`src/rtl/srg_pkg.sv`:
```
// Shared types and constants for the subtractive random generator.
// No dependencies; imported by srg_ram and subtractive_random_generator.
package srg_pkg;

    localparam int WORD_W     = 31;
    localparam int ADDR_W     = 6;
    localparam int TABLE_LEN  = 55;
    localparam int RAM_DEPTH  = TABLE_LEN + 1;

    typedef logic [WORD_W-1:0] word_t;
    typedef logic [ADDR_W-1:0] addr_t;

    // Seed base, draw multiplier and increment, scatter step, lag start
    localparam word_t SEED_BASE    = 31'd161803398;
    localparam logic [16:0] DRAW_MUL = 17'd84589;
    localparam word_t DRAW_ADD     = 31'd45989;
    localparam addr_t SCATTER_STEP = 6'd21;
    localparam addr_t LAST_POS     = 6'd55;
    localparam addr_t LAST_SCATTER = 6'd54;
    localparam addr_t LAG_START    = 6'd31;
    localparam addr_t LAG_SPLIT    = 6'd24;
    localparam addr_t LAG_FWD      = 6'd31;
    localparam addr_t LAG_BACK     = 6'd24;

endpackage

```
`src/rtl/srg_ram.sv`:
```
// Lag table storage: one write port, two read ports, registered read data.
// Depends on srg_pkg for word and address types.
module srg_ram (
    input  logic          aclk,
    input  logic          wr_en,
    input  srg_pkg::addr_t wr_addr,
    input  srg_pkg::word_t wr_data,
    input  srg_pkg::addr_t rd_addr_a,
    input  srg_pkg::addr_t rd_addr_b,
    output srg_pkg::word_t rd_data_a,
    output srg_pkg::word_t rd_data_b
);
    import srg_pkg::*;

    word_t mem [RAM_DEPTH];
    word_t rd_data_a_reg;
    word_t rd_data_b_reg;

    // Write one word
    always_ff @(posedge aclk) begin
        if (wr_en) begin
            mem[wr_addr] <= wr_data;
        end
    end

    // Read two words, registered
    always_ff @(posedge aclk) begin
        rd_data_a_reg <= mem[rd_addr_a];
        rd_data_b_reg <= mem[rd_addr_b];
    end

    assign rd_data_a = rd_data_a_reg;
    assign rd_data_b = rd_data_b_reg;

endmodule

```
`src/rtl/subtractive_random_generator.sv`:
```
// Lagged subtractive random generator (ran3 style) over a 55-word lag table.
// Depends on srg_pkg and srg_ram.
//
// A beat with s_tuser = 1 draws the next 31-bit word (fraction = word / 2^31) and
// returns it on the m_ side; a beat with s_tuser = 0 reseeds the table from the
// signed seed in s_tdata and returns nothing. The block handles one beat at a
// time: a draw runs a table read, one shared 31-bit subtractor, a registered
// 31x17 multiply, then add and write back, and waits at write back while the
// output register holds an untaken word; a seed runs the start value and scatter
// walk (55 writes) and four mixing passes of 54 read/subtract/write steps
// through the same subtractor and the table's single write port. After reset the
// block runs the same seeding with seed 0 and holds s_tready low until it is done.
// A finished word waits in the output register while the next beat is taken.
module subtractive_random_generator (
    input  logic        aclk,
    input  logic        aresetn,
    input  logic        s_tvalid,
    output logic        s_tready,
    input  logic [31:0] s_tdata,   // [31:0] seed (signed)
    input  logic        s_tuser,   // [0] mode: 0 seed, 1 draw
    output logic        m_tvalid,
    input  logic        m_tready,
    output logic [31:0] m_tdata    // [30:0] value, [31] zero
);
    import srg_pkg::*;

    typedef enum logic [7:0] {
        S_IDLE     = 8'b0000_0001,
        S_SEED     = 8'b0000_0010,
        S_SCAT     = 8'b0000_0100,
        S_MIX_RD   = 8'b0000_1000,
        S_MIX_WR   = 8'b0001_0000,
        S_DRAW_SUB = 8'b0010_0000,
        S_DRAW_MUL = 8'b0100_0000,
        S_DRAW_WR  = 8'b1000_0000
    } state_t;

    state_t      state_reg, state_next;
    word_t       mag_reg, mag_next;
    word_t       m_reg, m_next;
    word_t       k_reg, k_next;
    addr_t       pos_reg, pos_next;
    addr_t       cnt_reg, cnt_next;
    logic [1:0]  pass_reg, pass_next;
    addr_t       read_index_reg, read_index_next;
    addr_t       lag_index_reg, lag_index_next;
    word_t       diff_reg, diff_next;
    word_t       prod_reg, prod_next;
    logic        out_valid_reg, out_valid_next;
    word_t       out_data_reg, out_data_next;

    logic        wr_en;
    addr_t       wr_addr;
    word_t       wr_data;
    addr_t       rd_addr_a;
    addr_t       rd_addr_b;
    word_t       rd_data_a;
    word_t       rd_data_b;

    word_t       sub_a, sub_b, sub_res;
    logic [47:0] prod_full;
    logic [31:0] seed_neg;
    logic [6:0]  pos_sum;
    addr_t       read_step, lag_step, mix_other;
    logic        s_beat;

    srg_ram u_ram (
        .aclk      (aclk),
        .wr_en     (wr_en),
        .wr_addr   (wr_addr),
        .wr_data   (wr_data),
        .rd_addr_a (rd_addr_a),
        .rd_addr_b (rd_addr_b),
        .rd_data_a (rd_data_a),
        .rd_data_b (rd_data_b)
    );

    assign s_tready = (state_reg == S_IDLE);
    assign s_beat   = s_tvalid && s_tready;
    assign m_tvalid = out_valid_reg;
    assign m_tdata  = {1'b0, out_data_reg};

    // Shared subtractor, wraps to the word width
    assign sub_res   = sub_a - sub_b;
    assign prod_full = diff_reg * DRAW_MUL;
    assign seed_neg  = 32'd0 - s_tdata;

    // Circular index steps and lag partner
    assign read_step = (read_index_reg == LAST_POS) ? 6'd1 : read_index_reg + 6'd1;
    assign lag_step  = (lag_index_reg == LAST_POS) ? 6'd1 : lag_index_reg + 6'd1;
    assign mix_other = (cnt_reg <= LAG_SPLIT) ? cnt_reg + LAG_FWD : cnt_reg - LAG_BACK;
    assign pos_sum   = {1'b0, pos_reg} + {1'b0, SCATTER_STEP};

    // Sequencer
    always_comb begin
        state_next      = state_reg;
        mag_next        = mag_reg;
        m_next          = m_reg;
        k_next          = k_reg;
        pos_next        = pos_reg;
        cnt_next        = cnt_reg;
        pass_next       = pass_reg;
        read_index_next = read_index_reg;
        lag_index_next  = lag_index_reg;
        diff_next       = diff_reg;
        prod_next       = prod_reg;
        out_valid_next  = out_valid_reg && !m_tready;
        out_data_next   = out_data_reg;
        wr_en           = 1'b0;
        wr_addr         = pos_reg;
        wr_data         = k_reg;
        rd_addr_a       = read_step;
        rd_addr_b       = lag_step;
        sub_a           = rd_data_a;
        sub_b           = rd_data_b;

        case (state_reg)
            S_IDLE: begin
                if (s_beat) begin
                    if (s_tuser) begin
                        read_index_next = read_step;
                        lag_index_next  = lag_step;
                        state_next      = S_DRAW_SUB;
                    end else begin
                        mag_next   = s_tdata[31] ? seed_neg[WORD_W-1:0]
                                                 : s_tdata[WORD_W-1:0];
                        state_next = S_SEED;
                    end
                end
            end
            // Store the start value at the last position
            S_SEED: begin
                sub_a      = SEED_BASE;
                sub_b      = mag_reg;
                wr_en      = 1'b1;
                wr_addr    = LAST_POS;
                wr_data    = sub_res;
                m_next     = sub_res;
                k_next     = 31'd1;
                pos_next   = SCATTER_STEP;
                cnt_next   = 6'd1;
                state_next = S_SCAT;
            end
            // Scatter the running values by 21 mod 55
            S_SCAT: begin
                sub_a   = m_reg;
                sub_b   = k_reg;
                wr_en   = 1'b1;
                wr_addr = pos_reg;
                wr_data = k_reg;
                k_next  = sub_res;
                m_next  = k_reg;
                pos_next = (pos_sum >= 7'(TABLE_LEN)) ? 6'(pos_sum - 7'(TABLE_LEN))
                                                       : pos_sum[ADDR_W-1:0];
                if (cnt_reg == LAST_SCATTER) begin
                    cnt_next   = 6'd1;
                    pass_next  = 2'd0;
                    state_next = S_MIX_RD;
                end else begin
                    cnt_next = cnt_reg + 6'd1;
                end
            end
            S_MIX_RD: begin
                rd_addr_a  = cnt_reg;
                rd_addr_b  = mix_other;
                state_next = S_MIX_WR;
            end
            // Subtract the lag partner and advance through the passes
            S_MIX_WR: begin
                wr_en   = 1'b1;
                wr_addr = cnt_reg;
                wr_data = sub_res;
                if (cnt_reg == LAST_SCATTER) begin
                    cnt_next  = 6'd1;
                    pass_next = pass_reg + 2'd1;
                    if (pass_reg == 2'd3) begin
                        read_index_next = 6'd0;
                        lag_index_next  = LAG_START;
                        state_next      = S_IDLE;
                    end else begin
                        state_next = S_MIX_RD;
                    end
                end else begin
                    cnt_next   = cnt_reg + 6'd1;
                    state_next = S_MIX_RD;
                end
            end
            S_DRAW_SUB: begin
                diff_next  = sub_res;
                state_next = S_DRAW_MUL;
            end
            S_DRAW_MUL: begin
                prod_next  = prod_full[WORD_W-1:0];
                state_next = S_DRAW_WR;
            end
            // Write back and hand the word to the output register
            S_DRAW_WR: begin
                if (!out_valid_reg || m_tready) begin
                    wr_en          = 1'b1;
                    wr_addr        = read_index_reg;
                    wr_data        = prod_reg + DRAW_ADD;
                    out_valid_next = 1'b1;
                    out_data_next  = prod_reg + DRAW_ADD;
                    state_next     = S_IDLE;
                end
            end
            default: begin
                state_next = S_IDLE;
            end
        endcase
    end

    // Control state; reset reseeds with zero
    always_ff @(posedge aclk) begin
        if (!aresetn) begin
            state_reg      <= S_SEED;
            mag_reg        <= '0;
            cnt_reg        <= '0;
            pass_reg       <= '0;
            read_index_reg <= '0;
            lag_index_reg  <= LAG_START;
            out_valid_reg  <= 1'b0;
        end else begin
            state_reg      <= state_next;
            mag_reg        <= mag_next;
            cnt_reg        <= cnt_next;
            pass_reg       <= pass_next;
            read_index_reg <= read_index_next;
            lag_index_reg  <= lag_index_next;
            out_valid_reg  <= out_valid_next;
        end
    end

    // Datapath registers
    always_ff @(posedge aclk) begin
        m_reg        <= m_next;
        k_reg        <= k_next;
        pos_reg      <= pos_next;
        diff_reg     <= diff_next;
        prod_reg     <= prod_next;
        out_data_reg <= out_data_next;
    end

    // A draw beat is always followed by a valid word on the output
    assert property (@(posedge aclk) disable iff (!aresetn)
        (s_beat && s_tuser) |-> ##4 m_tvalid)
        else $error("draw beat produced no result");

    // The lag index leads the read index by 31 positions mod 55
    assert property (@(posedge aclk) disable iff (!aresetn)
        (state_reg == S_IDLE) |->
            ((read_index_reg == 6'd0 && lag_index_reg == LAG_START) ||
             (read_index_reg >= 6'd1 && read_index_reg <= LAG_SPLIT &&
              lag_index_reg == read_index_reg + LAG_FWD) ||
             (read_index_reg > LAG_SPLIT && read_index_reg <= LAST_POS &&
              lag_index_reg == read_index_reg - LAG_BACK)))
        else $error("read and lag indices out of step");

    // A seed beat never raises a result
    assert property (@(posedge aclk) disable iff (!aresetn)
        (s_beat && !s_tuser && !out_valid_reg) |=> !m_tvalid)
        else $error("seed beat produced a result");

endmodule

```
`config.mk`:
```
export PLATFORM = sky130hd
export DESIGN_NAME = subtractive_random_generator
export DESIGN_NICKNAME = d
export VERILOG_FILES = /design/src/rtl/srg_pkg.sv /design/src/rtl/srg_ram.sv /design/src/rtl/subtractive_random_generator.sv
export SDC_FILE = /design/constraint.sdc
export NUM_CORES = 2
export LEC_CHECK = 0
export BUFFER_PORTS_ARGS = -buffer_cell sky130_fd_sc_hd__buf_2
export CORE_MARGIN = 2
export CORE_UTILIZATION = 55
export DETAILED_ROUTE_END_ITERATION = 12
export MAX_ROUTING_LAYER = met4
export PLACE_DENSITY_LB_ADDON = 0.25
export SLEW_MARGIN = 20
export SYNTH_ARGS = -nofsm -noshare
export SYNTH_HDL_FRONTEND = slang
export SYNTH_HIERARCHICAL = 1
export SYNTH_SLANG_ARGS = --single-unit
```
`constraint.sdc`:
```
create_clock -name aclk -period 22.6 [get_ports aclk]
set_clock_uncertainty 0.15 [all_clocks]
set_input_delay 3.39 -clock aclk [delete_from_list [all_inputs] [get_ports aclk]]
set_output_delay 3.39 -clock aclk [all_outputs]
set_load 0.03 [all_outputs]
```
==> flow_metrics.env <==
export IMPL_status="finished, final reports clean"
export IMPL_ys_async_sr_fraction_pct=0
export IMPL_critPathKind="flop to flop"
export IMPL_wl_per_cell_um=33.97
export IMPL_max_freq_ghz=0.1227
export IMPL_syn_num_nets=6470
export IMPL_finalMaxSlewViolations=0
export IMPL_regArea_sq_mm=0.05941
export IMPL_ioPinCount=71
export IMPL_overflow=0
export IMPL_post_cts_buffers=0
export IMPL_tightestPinTransition_ns=1.231
export IMPL_vias=60970
export IMPL_r2r_start="cnt_reg[1]"
export IMPL_preCtsSetupSlack_ns=13.55
export IMPL_crit_start="cnt_reg[1]"
export IMPL_grt_use_total_pct=32.88
export IMPL_yosysWarnings=6
export IMPL_finalNonFillerCells=8696
export IMPL_power_leakage_nw=36.14
export IMPL_dp_cells=8304
export IMPL_regMostFlops="u_ram/mem"
export IMPL_core_sq_mm=0.1807
export IMPL_setup_violations=0
export IMPL_largest_reg_flops=1736
export IMPL_totalWireLength_um=295400
export IMPL_first_pass_iters=6
export IMPL_rr_worst_depth=18
export IMPL_ant_nets=0
export IMPL_nets=6504
export IMPL_required_ns=23.15
export IMPL_post_route_period_util_pct=36.07
export IMPL_max_vdd_ir_drop_mv=0.09667
export IMPL_relSlewSlack_pct=17.45
export IMPL_ys_seq_elements=2019
export IMPL_portBuffers=69
export IMPL_cts_root_buf="clkbuf_16"
export IMPL_cap_violations=0
export IMPL_fin_ws_ns=14.45
export IMPL_reg2reg_slack_ns=14.45
export IMPL_synth_edf_count=1897
export IMPL_drt_iter0_drc=9614
export IMPL_crit_end="u_ram/rd_data_b[9]"
export IMPL_row_count=156
export IMPL_synth_ff_type="edfxtp_1"
export IMPL_drt_drc_violations_left=0
export IMPL_rsz0062_at_grt="false"
export IMPL_hold_class="flop to flop"
export IMPL_clock_sinks=2019
export IMPL_antenna_found_initial=13
export IMPL_grt_pass1_vias=59390
export IMPL_tns_ns=0
export IMPL_worstPathMaxFanout=50
export IMPL_numCtsBuffers=200
export IMPL_start_util_pct=55.34
export IMPL_layout_drive_gt1_share_pct=23.65
export IMPL_syn_mean_instance_area_sq_um=16.36
export IMPL_p_total_mw=10.16
export IMPL_clk_pin_slew_worst_paths_ns=0.06
export IMPL_finalHoldViolations=0
export IMPL_period_minus_slack_ns=8.153
export IMPL_cts_tree="yes"
export IMPL_fill_cells=13020
export IMPL_htreeDepth=4
export IMPL_grt_max_degree=139
export IMPL_synth_seq_area_share_pct=59.39
export IMPL_insertion_delay_ns=0.87
export IMPL_grt_pass1_wl_um=423200
export IMPL_syn_area_sq_mm=0.1000
export IMPL_multiInputGateArea_sq_mm=0.03845
export IMPL_dp_hpwl_um=189200
export IMPL_die_x_um=430.5
export IMPL_power_density_mw_per_mm2=91.87
export IMPL_yosysUniqueCellTypes=90
export IMPL_startpoint_type="flop"
export IMPL_ctsResizeCount=0
export IMPL_place_congestion=0.9713
export IMPL_worstPathArrival_ns=8.70
export IMPL_syn_instance_count=6113
export IMPL_holdBufCountCts=0
export IMPL_syn2layout_area_growth_pct=10.59
export IMPL_chipHeight_um=430.5
export IMPL_viasPerCell=7.011
export IMPL_r2r_end="u_ram/rd_data_b[9]"
export IMPL_clockBufferDepth=3
export IMPL_die_area_sq_mm=0.1853
export IMPL_cp_end_kind="flop"
[worst max-delay path, cell delays in order (launching register included)]
cell      delay [ns]
dfxtp_1         0.39
inv_1           0.17
ha_1            0.18
nand2b_1        0.05
a31oi_1         0.54
xnor2_1         0.20
nor2_1          0.09
a31oi_4         0.16
buf_4           0.50
buf_4           0.74
buf_4           0.79
buf_4           0.80
buf_4           0.85
buf_4           0.72
mux4_2          0.60
o22ai_1         0.30
nor2_1          0.10
nand3_1         0.29
o41ai_2         0.13
[how the worst min path moves through the flow]
stage / from / endpoint / slack, ns / cells after the start
2_1_floorplan: mag_reg[24] / mag_reg[24] / 0.32 / 1
3_3_place_gp: mag_reg[19] / mag_reg[19] / 0.33 / 1
3_5_place_dp: mag_reg[22] / mag_reg[22] / 0.34 / 1
4_1_cts: mag_reg[22] / mag_reg[22] / 0.36 / 1
5_1_grt: mag_reg[16] / mag_reg[16] / 0.38 / 1
6_report: mag_reg[26] / mag_reg[26] / 0.35 / 1
[metal layers]
metal,wire (um),track usage (%),part of all wire (%)
met5,0,-,0
met4,15900,14.55,5.4
met3,40310,8.960,14
met2,131100,46.87,44
met1,108100,44.68,37
[cell families (layout without fill, tap and decap cells)]
logic type,after synthesis,in the layout,synth area share [%]
compound gates,980,980,7.011
xor+xnor,144,144,1.261
fa+ha+maj,320,320,5.024
buf+inv,679,887,3.145
flops,2019,2019,59.39
mux,1066,1066,19.98
other cells,1,6,0.003749
simple gates,904,904,4.178
[metrics by stage]
step	hold slack (ns)	util [%]	instance area [sq um]
finish	0.3546	61.20	110600
detailed placement	0.3384	57.27	103500
global placement	0.3318	57.17	103300
CTS	0.3561	61.03	110300
floorplan	0.3217	-	100000
global route	0.3799	61.19	110600
[cell usage after synthesis (47+ instances only)]
master | number | area share (%)
nor2b_1 | 50 | 0.31
nand2_1 | 343 | 1.3
inv_1 | 272 | 1.0
buf_4 | 76 | 0.57
dfxtp_1 | 122 | 2.4
a22o_1 | 66 | 0.58
a211oi_1 | 71 | 0.53
a21oi_1 | 153 | 0.77
buf_2 | 125 | 0.63
xnor2_1 | 73 | 0.64
xor2_1 | 71 | 0.62
fa_1 | 136 | 2.7
mux2_2 | 47 | 0.53
clkbuf_1 | 158 | 0.59
a22oi_1 | 119 | 0.89
o22ai_1 | 193 | 1.2
mux2i_1 | 279 | 2.8
nand3_1 | 85 | 0.43
edfxtp_1 | 1897 | 57
nor2_1 | 244 | 0.92
ha_1 | 184 | 2.3
mux4_2 | 740 | 17
o21ai_0 | 100 | 0.50
[final cells by class]
type	count	share of cell area (%)
Sequential cell	2019	53.71
Multi-Input combinational cell	3415	34.76
Clock buffer	254	4.865
Tap cell	2370	2.681
Timing Repair Buffer	239	1.752
Clock inverter	122	1.293
Inverter	272	0.9242
Antenna cell	5	0.01131
[power breakdown]
| group | internal, mW | switching, mW |
|---|---|---|
| combinational | 0.542 | 1.43 |
| clock | 1.95 | 1.48 |
| sequential | 4.65 | 0.108 |
[layout by cell type, fill, tap and decap left out, drive strengths merged, types with 11 or more instances in the layout]
| cell | netlist | layout |
|---|---|---|
| and2 | 15 | 15 |
| a2111oi | 11 | 11 |
| a221oi | 19 | 19 |
| dfxtp | 122 | 122 |
| xor2 | 71 | 71 |
| bufinv | 0 | 22 |
| mux2i | 279 | 279 |
| and3 | 17 | 17 |
| edfxtp | 1897 | 1897 |
| o31ai | 16 | 16 |
| o221ai | 30 | 30 |
| nor2b | 50 | 50 |
| nand2b | 23 | 23 |
| o22a | 13 | 13 |
| inv | 272 | 278 |
| a211oi | 71 | 71 |
| mux2 | 47 | 47 |
| buf | 247 | 239 |
| nand3 | 85 | 85 |
| o22ai | 193 | 193 |
| nor2 | 244 | 244 |
| o211a | 32 | 32 |
| a31oi | 18 | 18 |
| mux4 | 740 | 740 |
| xnor2 | 73 | 73 |
| nor3 | 44 | 44 |
| a21o | 20 | 20 |
| nand2 | 343 | 343 |
| a22o | 66 | 66 |
| fa | 136 | 136 |
| ha | 184 | 184 |
| a21oi | 153 | 153 |
| a22oi | 119 | 119 |
| or3 | 17 | 17 |
| clkinv | 0 | 85 |
| clkbuf | 160 | 254 |
| a221o | 14 | 14 |
| o41ai | 27 | 27 |
| o21ai | 110 | 110 |
| nand4 | 16 | 16 |
No activity file was read; power rests on OpenSTA's default activity.
